<file path="config.mk">
export PLATFORM = sky130hd
export DESIGN_NAME = loop_branch_trip_predictor_update_core
export DESIGN_NICKNAME = d
export VERILOG_FILES = /design/src/hw/rtl/lbtp_pkg.sv /design/src/hw/rtl/loop_branch_trip_predictor_update_core.sv
export VERILOG_INCLUDE_DIRS = /design/src /design/src/hw/rtl
export SDC_FILE = /design/constraint.sdc
export NUM_CORES = 2
export LEC_CHECK = 0
export BUFFER_PORTS_ARGS = -buffer_cell sky130_fd_sc_hd__buf_2
export CAP_MARGIN = 20
export CORE_MARGIN = 3
export CORE_UTILIZATION = 50
export CTS_BUF_LIST = sky130_fd_sc_hd__clkbuf_8 sky130_fd_sc_hd__clkbuf_16
export CTS_CLUSTER_DIAMETER = 100
export DETAILED_ROUTE_END_ITERATION = 12
export PLACE_DENSITY_LB_ADDON = 0.3
export REMOVE_ABC_BUFFERS = 1
export SLEW_MARGIN = 20
export SYNTH_ARGS = -nofsm -noshare
export SYNTH_HDL_FRONTEND = slang
export SYNTH_SLANG_ARGS = --single-unit
</file>
<file path="constraint.sdc">
create_clock -name clk_i -period 17.29 [get_ports clk_i]
set_input_delay 1.729 -clock clk_i [delete_from_list [all_inputs] [get_ports clk_i]]
set_output_delay 1.729 -clock clk_i [all_outputs]
set_load 0.005 [all_outputs]
</file>
<file path="src/hw/rtl/loop_branch_trip_predictor_update_core_defines.svh">
// Assertion macros for the loop trip predictor update core.
`ifndef LOOP_BRANCH_TRIP_PREDICTOR_UPDATE_CORE_DEFINES_SVH
`define LOOP_BRANCH_TRIP_PREDICTOR_UPDATE_CORE_DEFINES_SVH

// plain property, checked every cycle out of reset
`define LBTP_ASSERT(lbl, prop, msg) \
  lbl: assert property (@(posedge clk_i) disable iff (!rst_ni) (prop)) \
    else $error(msg);

// same-cycle implication
`define LBTP_ASSERT_IMP(lbl, ante, cons, msg) \
  lbl: assert property (@(posedge clk_i) disable iff (!rst_ni) (ante) |-> (cons)) \
    else $error(msg);

// next-cycle implication
`define LBTP_ASSERT_NEXT(lbl, ante, cons, msg) \
  lbl: assert property (@(posedge clk_i) disable iff (!rst_ni) (ante) |=> (cons)) \
    else $error(msg);

`endif

</file>
<file path="src/hw/rtl/lbtp_pkg.sv">
// Types and constants shared by the loop trip predictor update core.
package lbtp_pkg;

  localparam int unsigned ADDR_W = 48;
  localparam int unsigned CNT_W  = 16;
  localparam int unsigned ST_W   = 3;
  localparam int unsigned LIM_W  = 4;
  localparam int unsigned APB_AW = 2;
  localparam int unsigned APB_DW = 32;

  localparam logic [APB_AW-1:0] REG_QUEUE_LIMIT = 2'd0;
  localparam logic [LIM_W-1:0]  QUEUE_LIMIT_RST = 4'd8;
  localparam logic [CNT_W-1:0]  COUNT_MAX       = 16'hFFFF;

  typedef enum logic [ST_W-1:0] {
    ST_ALLOC = 3'd0,
    ST_INC   = 3'd1,
    ST_TRIP  = 3'd2,
    ST_MISS  = 3'd3,
    ST_FULL  = 3'd4
  } status_e;

  typedef struct packed {
    logic [ADDR_W-1:0] branch_address;
    logic [ADDR_W-1:0] target_address;
  } in_item_t;

  typedef struct packed {
    logic [ST_W-1:0]  status;
    logic [CNT_W-1:0] iteration_count;
    logic [CNT_W-1:0] trip_total;
    logic             inner_taken;
  } out_item_t;

  typedef struct packed {
    logic [ADDR_W-1:0] tag;
    logic [CNT_W-1:0]  iterations;
    logic [CNT_W-1:0]  trips;
    logic              inner_mark;
  } entry_t;

endpackage

</file>
<file path="src/hw/rtl/loop_branch_trip_predictor_update_core.sv">
// Loop trip predictor update core: table scan, loop queue scan/pop, table update.
//
//   channel  | direction | handshake             | payload
//   ---------+-----------+-----------------------+-------------------------
//   in       | input     | in_valid_i/in_ready_o | in_item_t  (in_data_i)
//   out      | output    | out_valid_o/out_ready_i | out_item_t (out_data_o)
//   apb      | input     | psel/penable/pready   | queue_limit at 0x0
//
// An update scans the entry table; on a table hit with a non-empty loop queue
// it then scans the queue, and it pops queued addresses above the branch
// address before the table update.
// The entry table has one read port and is scanned one entry per cycle; the
// loop queue is read one address per cycle.
// Reset clears the valid bits and queue count at once; no clearing pass.
// A held result stalls only the last step; a new update is taken once the
// result moves into the output register.
`include "loop_branch_trip_predictor_update_core_defines.svh"

module loop_branch_trip_predictor_update_core
  import lbtp_pkg::*;
#(
  parameter int unsigned TABLE_ENTRIES = 16,
  parameter int unsigned QUEUE_DEPTH   = 8
) (
  input  logic              clk_i,
  input  logic              rst_ni,
  input  logic              in_valid_i,
  output logic              in_ready_o,
  input  in_item_t          in_data_i,
  output logic              out_valid_o,
  input  logic              out_ready_i,
  output out_item_t         out_data_o,
  input  logic              psel,
  input  logic              penable,
  input  logic              pwrite,
  input  logic [APB_AW-1:0] paddr,
  input  logic [APB_DW-1:0] pwdata,
  output logic [APB_DW-1:0] prdata,
  output logic              pready
);

  localparam int unsigned TW = $clog2(TABLE_ENTRIES);
  localparam int unsigned QW = (QUEUE_DEPTH > 1) ? $clog2(QUEUE_DEPTH) : 1;
  localparam int unsigned CW = $clog2(QUEUE_DEPTH + 1);
  localparam logic [TW-1:0] TLAST = TW'(TABLE_ENTRIES - 1);
  localparam logic [QW:0]   QD_W  = (QW+1)'(QUEUE_DEPTH);
  localparam logic [7:0]    QD8   = 8'(QUEUE_DEPTH);

  typedef enum logic [8:0] {
    S_IDLE   = 9'b000000001,
    S_TSCAN  = 9'b000000010,
    S_TDRAIN = 9'b000000100,
    S_QSCAN  = 9'b000001000,
    S_QDRAIN = 9'b000010000,
    S_POPRD  = 9'b000100000,
    S_POPCMP = 9'b001000000,
    S_UPDATE = 9'b010000000,
    S_FINISH = 9'b100000000
  } state_e;

  function automatic logic [QW-1:0] qwrap(input logic [QW:0] s);
    logic [QW:0] r;
    r = (s >= QD_W) ? (s - QD_W) : s;
    return r[QW-1:0];
  endfunction

  state_e                   state_q, state_d;
  in_item_t                 item_q, item_d;
  logic [TW-1:0]            tidx_q, tidx_d;
  logic                     tcmp_q, tcmp_d;
  logic [TW-1:0]            tcidx_q, tcidx_d;
  logic                     hit_q, hit_d;
  logic [TW-1:0]            hidx_q, hidx_d;
  entry_t                   hrec_q, hrec_d;
  logic                     free_q, free_d;
  logic [TW-1:0]            fidx_q, fidx_d;
  logic [CW-1:0]            qi_q, qi_d;
  logic                     qcmp_q, qcmp_d;
  logic [QW-1:0]            head_q, head_d;
  logic [CW-1:0]            rcnt_q, rcnt_d;
  logic [TABLE_ENTRIES-1:0] valid_q, valid_d;
  logic [LIM_W-1:0]         limit_q, limit_d;
  out_item_t                res_q, res_d;
  logic                     out_valid_q, out_valid_d;
  out_item_t                out_data_q, out_data_d;

  entry_t                   entry_mem [TABLE_ENTRIES];
  entry_t                   ent_rd_q;
  logic                     ent_we;
  logic [TW-1:0]            ent_wa;
  entry_t                   ent_wd;

  logic [ADDR_W-1:0]        queue_mem [QUEUE_DEPTH];
  logic [ADDR_W-1:0]        q_rd_q;
  logic                     q_we;
  logic [QW-1:0]            q_wa;
  logic [QW-1:0]            q_ra;

  logic                     taken;
  logic                     cfg_wr;
  logic [7:0]               cfg8;
  logic [7:0]               lim8;
  logic [CW-1:0]            lim;
  logic [CW-1:0]            ndrop;
  logic [QW-1:0]            head1;
  logic [CW-1:0]            cnt1;
  entry_t                   rec;

  assign taken  = item_q.target_address < item_q.branch_address;
  assign cfg_wr = psel && penable && pwrite && pready && (paddr == REG_QUEUE_LIMIT);
  assign pready = 1'b1;
  assign prdata = (paddr == REG_QUEUE_LIMIT) ? {{(APB_DW-LIM_W){1'b0}}, limit_q} : '0;

  assign in_ready_o  = (state_q == S_IDLE);
  assign out_valid_o = out_valid_q;
  assign out_data_o  = out_data_q;

  // effective queue limit: 0 acts as 1, clipped to the queue depth
  assign cfg8 = {4'b0, limit_q};
  assign lim8 = (cfg8 == 8'd0) ? 8'd1 : ((cfg8 > QD8) ? QD8 : cfg8);
  assign lim  = lim8[CW-1:0];

  always_comb begin
    if (rcnt_q >= lim) begin
      ndrop = rcnt_q - lim + CW'(1);
      head1 = qwrap({1'b0, head_q} + (QW+1)'(ndrop));
      cnt1  = lim - CW'(1);
    end else begin
      ndrop = '0;
      head1 = head_q;
      cnt1  = rcnt_q;
    end
  end

  always_comb begin
    unique case (state_q)
      S_POPRD: q_ra = qwrap({1'b0, head_q} + (QW+1)'(rcnt_q - CW'(1)));
      default: q_ra = qwrap({1'b0, head_q} + (QW+1)'(qi_q));
    endcase
  end

  always_comb begin
    state_d     = state_q;
    item_d      = item_q;
    tidx_d      = tidx_q;
    tcmp_d      = 1'b0;
    tcidx_d     = tcidx_q;
    hit_d       = hit_q;
    hidx_d      = hidx_q;
    hrec_d      = hrec_q;
    free_d      = free_q;
    fidx_d      = fidx_q;
    qi_d        = qi_q;
    qcmp_d      = 1'b0;
    head_d      = head_q;
    rcnt_d      = rcnt_q;
    valid_d     = valid_q;
    limit_d     = cfg_wr ? pwdata[LIM_W-1:0] : limit_q;
    res_d       = res_q;
    out_valid_d = out_valid_q;
    out_data_d  = out_data_q;
    ent_we      = 1'b0;
    ent_wa      = hidx_q;
    ent_wd      = hrec_q;
    q_we        = 1'b0;
    q_wa        = '0;
    rec         = hrec_q;

    if (out_valid_q && out_ready_i) begin
      out_valid_d = 1'b0;
    end

    // table compare, one entry behind the read
    if (tcmp_q) begin
      if (valid_q[tcidx_q]) begin
        if (!hit_q && ent_rd_q.tag == item_q.branch_address) begin
          hit_d  = 1'b1;
          hidx_d = tcidx_q;
          hrec_d = ent_rd_q;
        end
      end else if (!free_q) begin
        free_d = 1'b1;
        fidx_d = tcidx_q;
      end
    end

    // queued branch inside [target, branch)
    if (qcmp_q && q_rd_q >= item_q.target_address && q_rd_q < item_q.branch_address) begin
      hrec_d.inner_mark = 1'b1;
    end

    unique case (state_q)
      S_IDLE: begin
        if (in_valid_i) begin
          item_d  = in_data_i;
          tidx_d  = '0;
          hit_d   = 1'b0;
          free_d  = 1'b0;
          state_d = S_TSCAN;
        end
      end
      S_TSCAN: begin
        tcmp_d  = 1'b1;
        tcidx_d = tidx_q;
        if (tidx_q == TLAST) begin
          state_d = S_TDRAIN;
        end else begin
          tidx_d = tidx_q + TW'(1);
        end
      end
      S_TDRAIN: begin
        qi_d = '0;
        if (hit_d && rcnt_q != '0) begin
          state_d = S_QSCAN;
        end else begin
          state_d = S_POPRD;
        end
      end
      S_QSCAN: begin
        qcmp_d = 1'b1;
        if (qi_q == rcnt_q - CW'(1)) begin
          state_d = S_QDRAIN;
        end else begin
          qi_d = qi_q + CW'(1);
        end
      end
      S_QDRAIN: begin
        state_d = S_POPRD;
      end
      S_POPRD: begin
        state_d = (rcnt_q == '0) ? S_UPDATE : S_POPCMP;
      end
      S_POPCMP: begin
        if (q_rd_q > item_q.branch_address) begin
          rcnt_d  = rcnt_q - CW'(1);
          state_d = S_POPRD;
        end else begin
          state_d = S_UPDATE;
        end
      end
      S_UPDATE: begin
        if (taken) begin
          head_d = head1;
          rcnt_d = cnt1 + CW'(1);
          q_we   = 1'b1;
          q_wa   = qwrap({1'b0, head1} + (QW+1)'(cnt1));
        end
        if (hit_q) begin
          if (taken) begin
            if (rec.iterations != COUNT_MAX) begin
              rec.iterations = rec.iterations + CNT_W'(1);
            end
            res_d.status = ST_INC;
          end else begin
            rec.trips      = rec.iterations;
            rec.iterations = '0;
            res_d.status   = ST_TRIP;
          end
          ent_we                = 1'b1;
          ent_wa                = hidx_q;
          ent_wd                = rec;
          res_d.iteration_count = rec.iterations;
          res_d.trip_total      = rec.trips;
          res_d.inner_taken     = rec.inner_mark;
        end else if (taken && free_q) begin
          rec.tag               = item_q.branch_address;
          rec.iterations        = CNT_W'(1);
          rec.trips             = '0;
          rec.inner_mark        = 1'b0;
          ent_we                = 1'b1;
          ent_wa                = fidx_q;
          ent_wd                = rec;
          valid_d[fidx_q]       = 1'b1;
          res_d.status          = ST_ALLOC;
          res_d.iteration_count = rec.iterations;
          res_d.trip_total      = rec.trips;
          res_d.inner_taken     = rec.inner_mark;
        end else begin
          res_d.status          = taken ? ST_FULL : ST_MISS;
          res_d.iteration_count = '0;
          res_d.trip_total      = '0;
          res_d.inner_taken     = 1'b0;
        end
        state_d = S_FINISH;
      end
      S_FINISH: begin
        if (!out_valid_q || out_ready_i) begin
          out_valid_d = 1'b1;
          out_data_d  = res_q;
          state_d     = S_IDLE;
        end
      end
      default: begin
        state_d = S_IDLE;
      end
    endcase
  end

  always_ff @(posedge clk_i or negedge rst_ni) begin
    if (!rst_ni) begin
      state_q     <= S_IDLE;
      tcmp_q      <= 1'b0;
      qcmp_q      <= 1'b0;
      hit_q       <= 1'b0;
      free_q      <= 1'b0;
      head_q      <= '0;
      rcnt_q      <= '0;
      valid_q     <= '0;
      limit_q     <= QUEUE_LIMIT_RST;
      out_valid_q <= 1'b0;
      tidx_q      <= '0;
      qi_q        <= '0;
    end else begin
      state_q     <= state_d;
      tcmp_q      <= tcmp_d;
      qcmp_q      <= qcmp_d;
      hit_q       <= hit_d;
      free_q      <= free_d;
      head_q      <= head_d;
      rcnt_q      <= rcnt_d;
      valid_q     <= valid_d;
      limit_q     <= limit_d;
      out_valid_q <= out_valid_d;
      tidx_q      <= tidx_d;
      qi_q        <= qi_d;
    end
  end

  always_ff @(posedge clk_i) begin
    item_q     <= item_d;
    tcidx_q    <= tcidx_d;
    hidx_q     <= hidx_d;
    hrec_q     <= hrec_d;
    fidx_q     <= fidx_d;
    res_q      <= res_d;
    out_data_q <= out_data_d;
  end

  always_ff @(posedge clk_i) begin
    if (ent_we) begin
      entry_mem[ent_wa] <= ent_wd;
    end
    ent_rd_q <= entry_mem[tidx_q];
  end

  always_ff @(posedge clk_i) begin
    if (q_we) begin
      queue_mem[q_wa] <= item_q.branch_address;
    end
    q_rd_q <= queue_mem[q_ra];
  end

  logic in_xfer;
  logic out_alloc;
  logic alloc_ok;

  assign in_xfer   = in_valid_i && in_ready_o;
  assign out_alloc = out_valid_o && (out_data_o.status == ST_ALLOC);
  assign alloc_ok  = (out_data_o.iteration_count == CNT_W'(1)) &&
                     (out_data_o.trip_total == '0) && !out_data_o.inner_taken;

  `LBTP_ASSERT(a_qcnt_bound, rcnt_q <= CW'(QUEUE_DEPTH), "loop queue count above depth")
  `LBTP_ASSERT_NEXT(a_busy_after_in, in_xfer, !in_ready_o, "ready right after transfer")
  `LBTP_ASSERT_IMP(a_status_code, out_valid_o, out_data_o.status <= ST_FULL, "bad status code")
  `LBTP_ASSERT_IMP(a_alloc_fields, out_alloc, alloc_ok, "bad fields on allocation")
  `LBTP_ASSERT_IMP(a_pop_guard, state_q == S_POPCMP, rcnt_q != '0, "pop compare on empty queue")

endmodule

</file>
# == Word level (Yosys, flattened, before mapping) ==
# Memory sizes are Yosys's and may differ from the RTL's. A register that Yosys moved wholly into a read port is not among the register bits.
# Cells that the tools add are included.
# classes
reduce_logical,30
bitwise_logic,4
div,0
n_eq_ne,21
muxes,68
shift,0
multipliers,0
add_sub_neg,16
order_cmp,13
# ops
cell,n
$mux W81,3
$lt A48 B48 Y1,2
$pmux W9 S9,1
$mux W36,2
$eq A48 B48 Y1,1
$ge A48 B48 Y1,1
$gt A48 B48 Y1,1
$mux W16,3
$mux W4,12
$mux W9,4
$mux W3,9
$mux W1,25
$pmux W4 S2,3
$add A16 B1 Y16 const B,1
$add A3 B4 Y4,4
$add A4 B1 Y4 const B,4
$ge A4 B4 Y1 const B,4
$mux W8,2
$ne A16 B16 Y1 const B,1
$ne A2 B2 Y1 const B,8
$or A16 B16 Y16,1
$reduce_and A3 Y1,5
$sub A3 B1 Y3 const B,4
$logic_and A1 B1 Y1,10
31 further kinds,41
# word_totals
latchBits,0
mem_bits_rw,1680
ff_bits,310
memories,2
romBits,0
# mem_list
memory,depth,word_bits,rd,rd_ports_with_merged_regs,write_ports,line,rtl
entry_mem,16,81,1,1,1,loop_branch_trip_predictor_update_core.sv:87,entry_t entry_mem [TABLE_ENTRIES];
queue_mem,8,48,1,1,1,loop_branch_trip_predictor_update_core.sv:93,logic [ADDR_W-1:0] queue_mem [QUEUE_DEPTH];

# == Logic depth before layout (Yosys ltp) ==
# depth
word_depth,14
ltp_mapped,17
mapped_depth_nobuf,16

# == Worst setup path after synthesis ==
# OpenSTA, ideal clock, no wires.
# synth_timing
kind,register to register
start,register item_q[89] in the netlist's numbering
end,memory entry_mem[8][0] in the netlist's numbering (enable)
setup_ns,0.620
n_path_buf,1
path_stages_with_launch,12
synth_period_minus_slack_ns,8.870
arrival_ns,8.250
required_time_ns,16.670
setup_slack_ns,8.420
cell_sequence,edfxtp_1 -> inv_1 -> ha_1 -> a21o_1 -> a221o_1 -> a221oi_1 -> o21ai_1 -> or2_1 -> buf_2 -> nor3_2 -> mux2_2 -> nor3_1
# synth_via
elab_chain_len,7
# synth_lines
element,line,rtl
start: declaration,loop_branch_trip_predictor_update_core.sv:68,"in_item_t item_q, item_d;"
start signal: assignment,loop_branch_trip_predictor_update_core.sv:330,item_q <= item_d;
$lt A48 B48 Y1 (*),loop_branch_trip_predictor_update_core.sv:109,assign taken = item_q.target_address < item_q.branch_address;
$logic_and A1 B1 Y1 (*),loop_branch_trip_predictor_update_core.sv:265,end else if (taken && free_q) begin
$mux W1,loop_branch_trip_predictor_update_core.sv:265,
$mux W1,loop_branch_trip_predictor_update_core.sv:248,if (hit_q) begin
$mux W1,loop_branch_trip_predictor_update_core.sv:192,unique case (state_q)
$mux W1,loop_branch_trip_predictor_update_core.sv:340,if (ent_we) begin
$mux W1 (implied by the code),loop_branch_trip_predictor_update_core.sv:341,entry_mem[ent_wa] <= ent_wd;
end: declaration,loop_branch_trip_predictor_update_core.sv:87,
# Mark *: on every way between the ends. The rest lies on a longest branch, timed or not.

# == Worst setup path in the final report ==
# layout_timing
start,register item_q[83] in the netlist's numbering
end,memory entry_mem[10][35] in the netlist's numbering (enable)
# The elaborated chain is that of the path after synthesis.

==> metrics.txt <==
Max Fanout on Critical Path 35; global routing usage on met3 about 3.1%; met2 usage ~39%; Clock Pin Slew Worst Setup and Hold Paths 0.06 ns; Arr. time, crit path ~7.4 ns; pre-CTS WS roughly 10 ns; num ports 208; fin area ~0.094 sq mm; Internal Power 9.48 mW; 1st-pass router iterations 6; NetSw 3.59 mW; sequential area share after synthesis 74.1%; area delta synth->final 12.7%; Initial Util just over 50%; Synth Warn # 0; PnR worst setup slack about 10 ns; Async SR Flop Fraction 2.31%; Placed Area 0.0875 sq mm; Comb pwr share roughly 19%; core footprint roughly 0.17 sq mm; worst skew pair latency between 0.8 and 0.9 ns; CTS tree built; switching part of the total between 20% and 30%; met1 global-route usage 31.3%; synth unique cells a little under 90; worst rel slew slack around 23%; Power Density approximately 140 mW/mm^2; CP endpoint kind register; chip width between 400 and 500 um; Post-Syn Area roughly 0.084 sq mm; leakage power roughly 32 nW; status finished clean; cts hold-fix bufs 0; Num CTS Buffers about 200; Final Setup Violations 0; busiest layer in global routing met2; Seq pwr share between 40% and 50%; Final Max Tran Viols 0; Yosys reg bits 2119; FMAX ~140 MHz; antenna violations before repair 8; unrepaired setup endpoints after global routing false; CTS max path bufs 3; First DRT Iteration DRCs around 4500; Crit path required time 17.71 ns; first-pass GRT wire length between 200 and 300 mm; H-tree levels 4; share of cells above drive strength 1 19.2%; Clock Skews ~0.064 ns; post-CTS setup buffer count 0; Post-synth EDFFs between 1500 and 2000; Worst Max-Slew Pin Slew approximately 1.2 ns; max cap viols 0; vias in the first global route ~45000; GR Overflow Total 0; largest net degree at the start of global routing 141; row count around 150; DR vias/cell between 6 and 7; DP HPWL 110 mm; # port buffers 150; Period minus WS final around 7.0 ns; die area 0.172 sq mm; setup TNS 0 ns; Post-Route WL 202 mm; crit share post-route roughly two fifths; RePlAce Congestion around 0.84; Primary FF master, synth edfxtp_1; Fin. Hold Viols 0; cts repair resizes 0; hold crit path type register to register; antenna viol nets, final 0; nets@finish 5301; drt wl/cell between 20 and 30 um; CTS root buf clkbuf_16; Setup CP Type register to register; peak supply drop between 0.0001 and 0.00015 V; clock power share between 30% and 40%; element type at the critical path start register; chip height between 400 and 500 um; syn avg cell area ~18 sq um; DRC Markers 0; vias post-DR between 40000 and 50000; Post-Synthesis Cells ~4700; total track usage 23.1%; clock sink count between 2000 and 2500
[logic make-up after synthesis]
group	after synthesis	share of synthesized area, %
DFF	2119	74.1
AOI/OAI and AO/OA	732	6.31
muxes	718	11.3
and+or+nand+nor	580	3.25
buffers and inverters	358	1.85
adders and majority gates	160	2.43
xor gates and xnor gates	72	0.762
other	2	0.00896
[cell usage after synthesis, types with 32 or more instances]
cell type,instances,area [sq um]
nand3_1,42,210
mux2i_1,411,4110
edfxtp_1,1940,58300
inv_1,115,432
a221oi_2,48,721
o21ai_0,207,1040
buf_1,32,120
dfxtp_1,130,2600
dfrtp_1,47,1180
nor3_1,32,160
mux2_2,138,1550
nand2_1,274,1030
a21oi_1,140,701
ha_1,156,1950
clkbuf_1,143,537
xor2_1,38,333
buf_4,38,285
a22oi_1,82,616
a221oi_1,90,788
a32o_1,49,490
xnor2_1,33,289
nor2_1,96,360
mux4_2,167,3760
[flip-flops by register name (all words and copies together), names as in the netlist, 3 cells and up]
name,count
queue_mem,384
state_q,9
tcidx_q,4
hidx_q,4
fidx_q,4
head_q,3
hrec_q,81
ent_rd_q,81
q_rd_q,48
entry_mem,1296
item_q,96
out_data_o,36
limit_q,4
qi_q,4
res_q,36
valid_q,16
tidx_q,4
rcnt_q,4
[worst paths after layout]
path	slack [ns]	from	end	depth (start not counted)
max	10.27	item_q[83]	entry_mem[10][35]	13
min	0.39	ent_rd_q[1]	hrec_q[1]	0
max reg2reg	10.27	item_q[83]	entry_mem[10][35]	13
min reg2reg	0.39	ent_rd_q[1]	hrec_q[1]	0
max in group asynchronous	15.78	rst_ni	tidx_q[1]	2
min in group asynchronous	1.00	rst_ni	limit_q[1]	2
[power groups by stage]
stage / logic [mW] / clock network (mW) / registers, mW
2_1_floorplan: 2.37 / 0 / 6.34
3_3_place_gp: 2.38 / 0 / 6.23
3_5_place_dp: 2.42 / 0 / 6.24
4_1_cts: 2.43 / 4.58 / 6.13
5_1_grt: 2.64 / 4.79 / 6.16
6_report: 2.42 / 4.51 / 6.14
[stage by stage]
step	util, %	hold WS [ns]	power, mW	std cells
6_report	57.0	0.395	13.1	7378
5_1_grt	57.0	0.396	13.6	7375
4_1_cts	57.0	0.384	13.1	7372
3_5_place_dp	52.8	0.389	8.65	6984
3_3_place_gp	52.8	0.388	8.61	6984
2_1_floorplan	-	0.386	8.71	4527
[final cells by class]
| type | instances | area, sq um |
|---|---|---|
| diodes | 5 | 12.5 |
| clock buffers | 217 | 5320 |
| clock inverters | 171 | 1630 |
| fillers | 12300 | 71300 |
| inverters | 117 | 439 |
| multi-input cells | 2291 | 20500 |
| flip-flops and latches | 2119 | 62100 |
| well taps | 2189 | 2740 |
| repair buffers | 269 | 1670 |
[placed cells by master (no fill, tap or decap), types with 116 or more instances in the layout]
cell type / n
mux4_2: 167
o21ai_0: 206
inv_1: 165
buf_2: 150
buf_4: 116
nand2_1: 273
edfxtp_1: 1940
mux2i_1: 407
clkbuf_16: 207
ha_1: 156
mux2_2: 138
a21oi_1: 135
dfxtp_1: 130
[per-layer routing]
layer	vias up	share of wire, %
li1	19400	-
met1	23200	40
met2	1769	50
met3	317	7.1
met4	0	2.8
met5	-	0
[worst max-delay path: stages (launching register included)]
cell      delay, ns
edfxtp_1       0.80
inv_1          0.17
ha_1           0.34
nand3_1        0.11
nor4_1         0.38
nand3b_1       0.30
a21oi_1        0.77
or2_1          0.62
nor3_4         0.07
buf_4          0.26
mux2_2         0.41
nor2_4         0.85
buf_4          0.82
buf_4          0.60
Power figures use the tool's default switching activity.
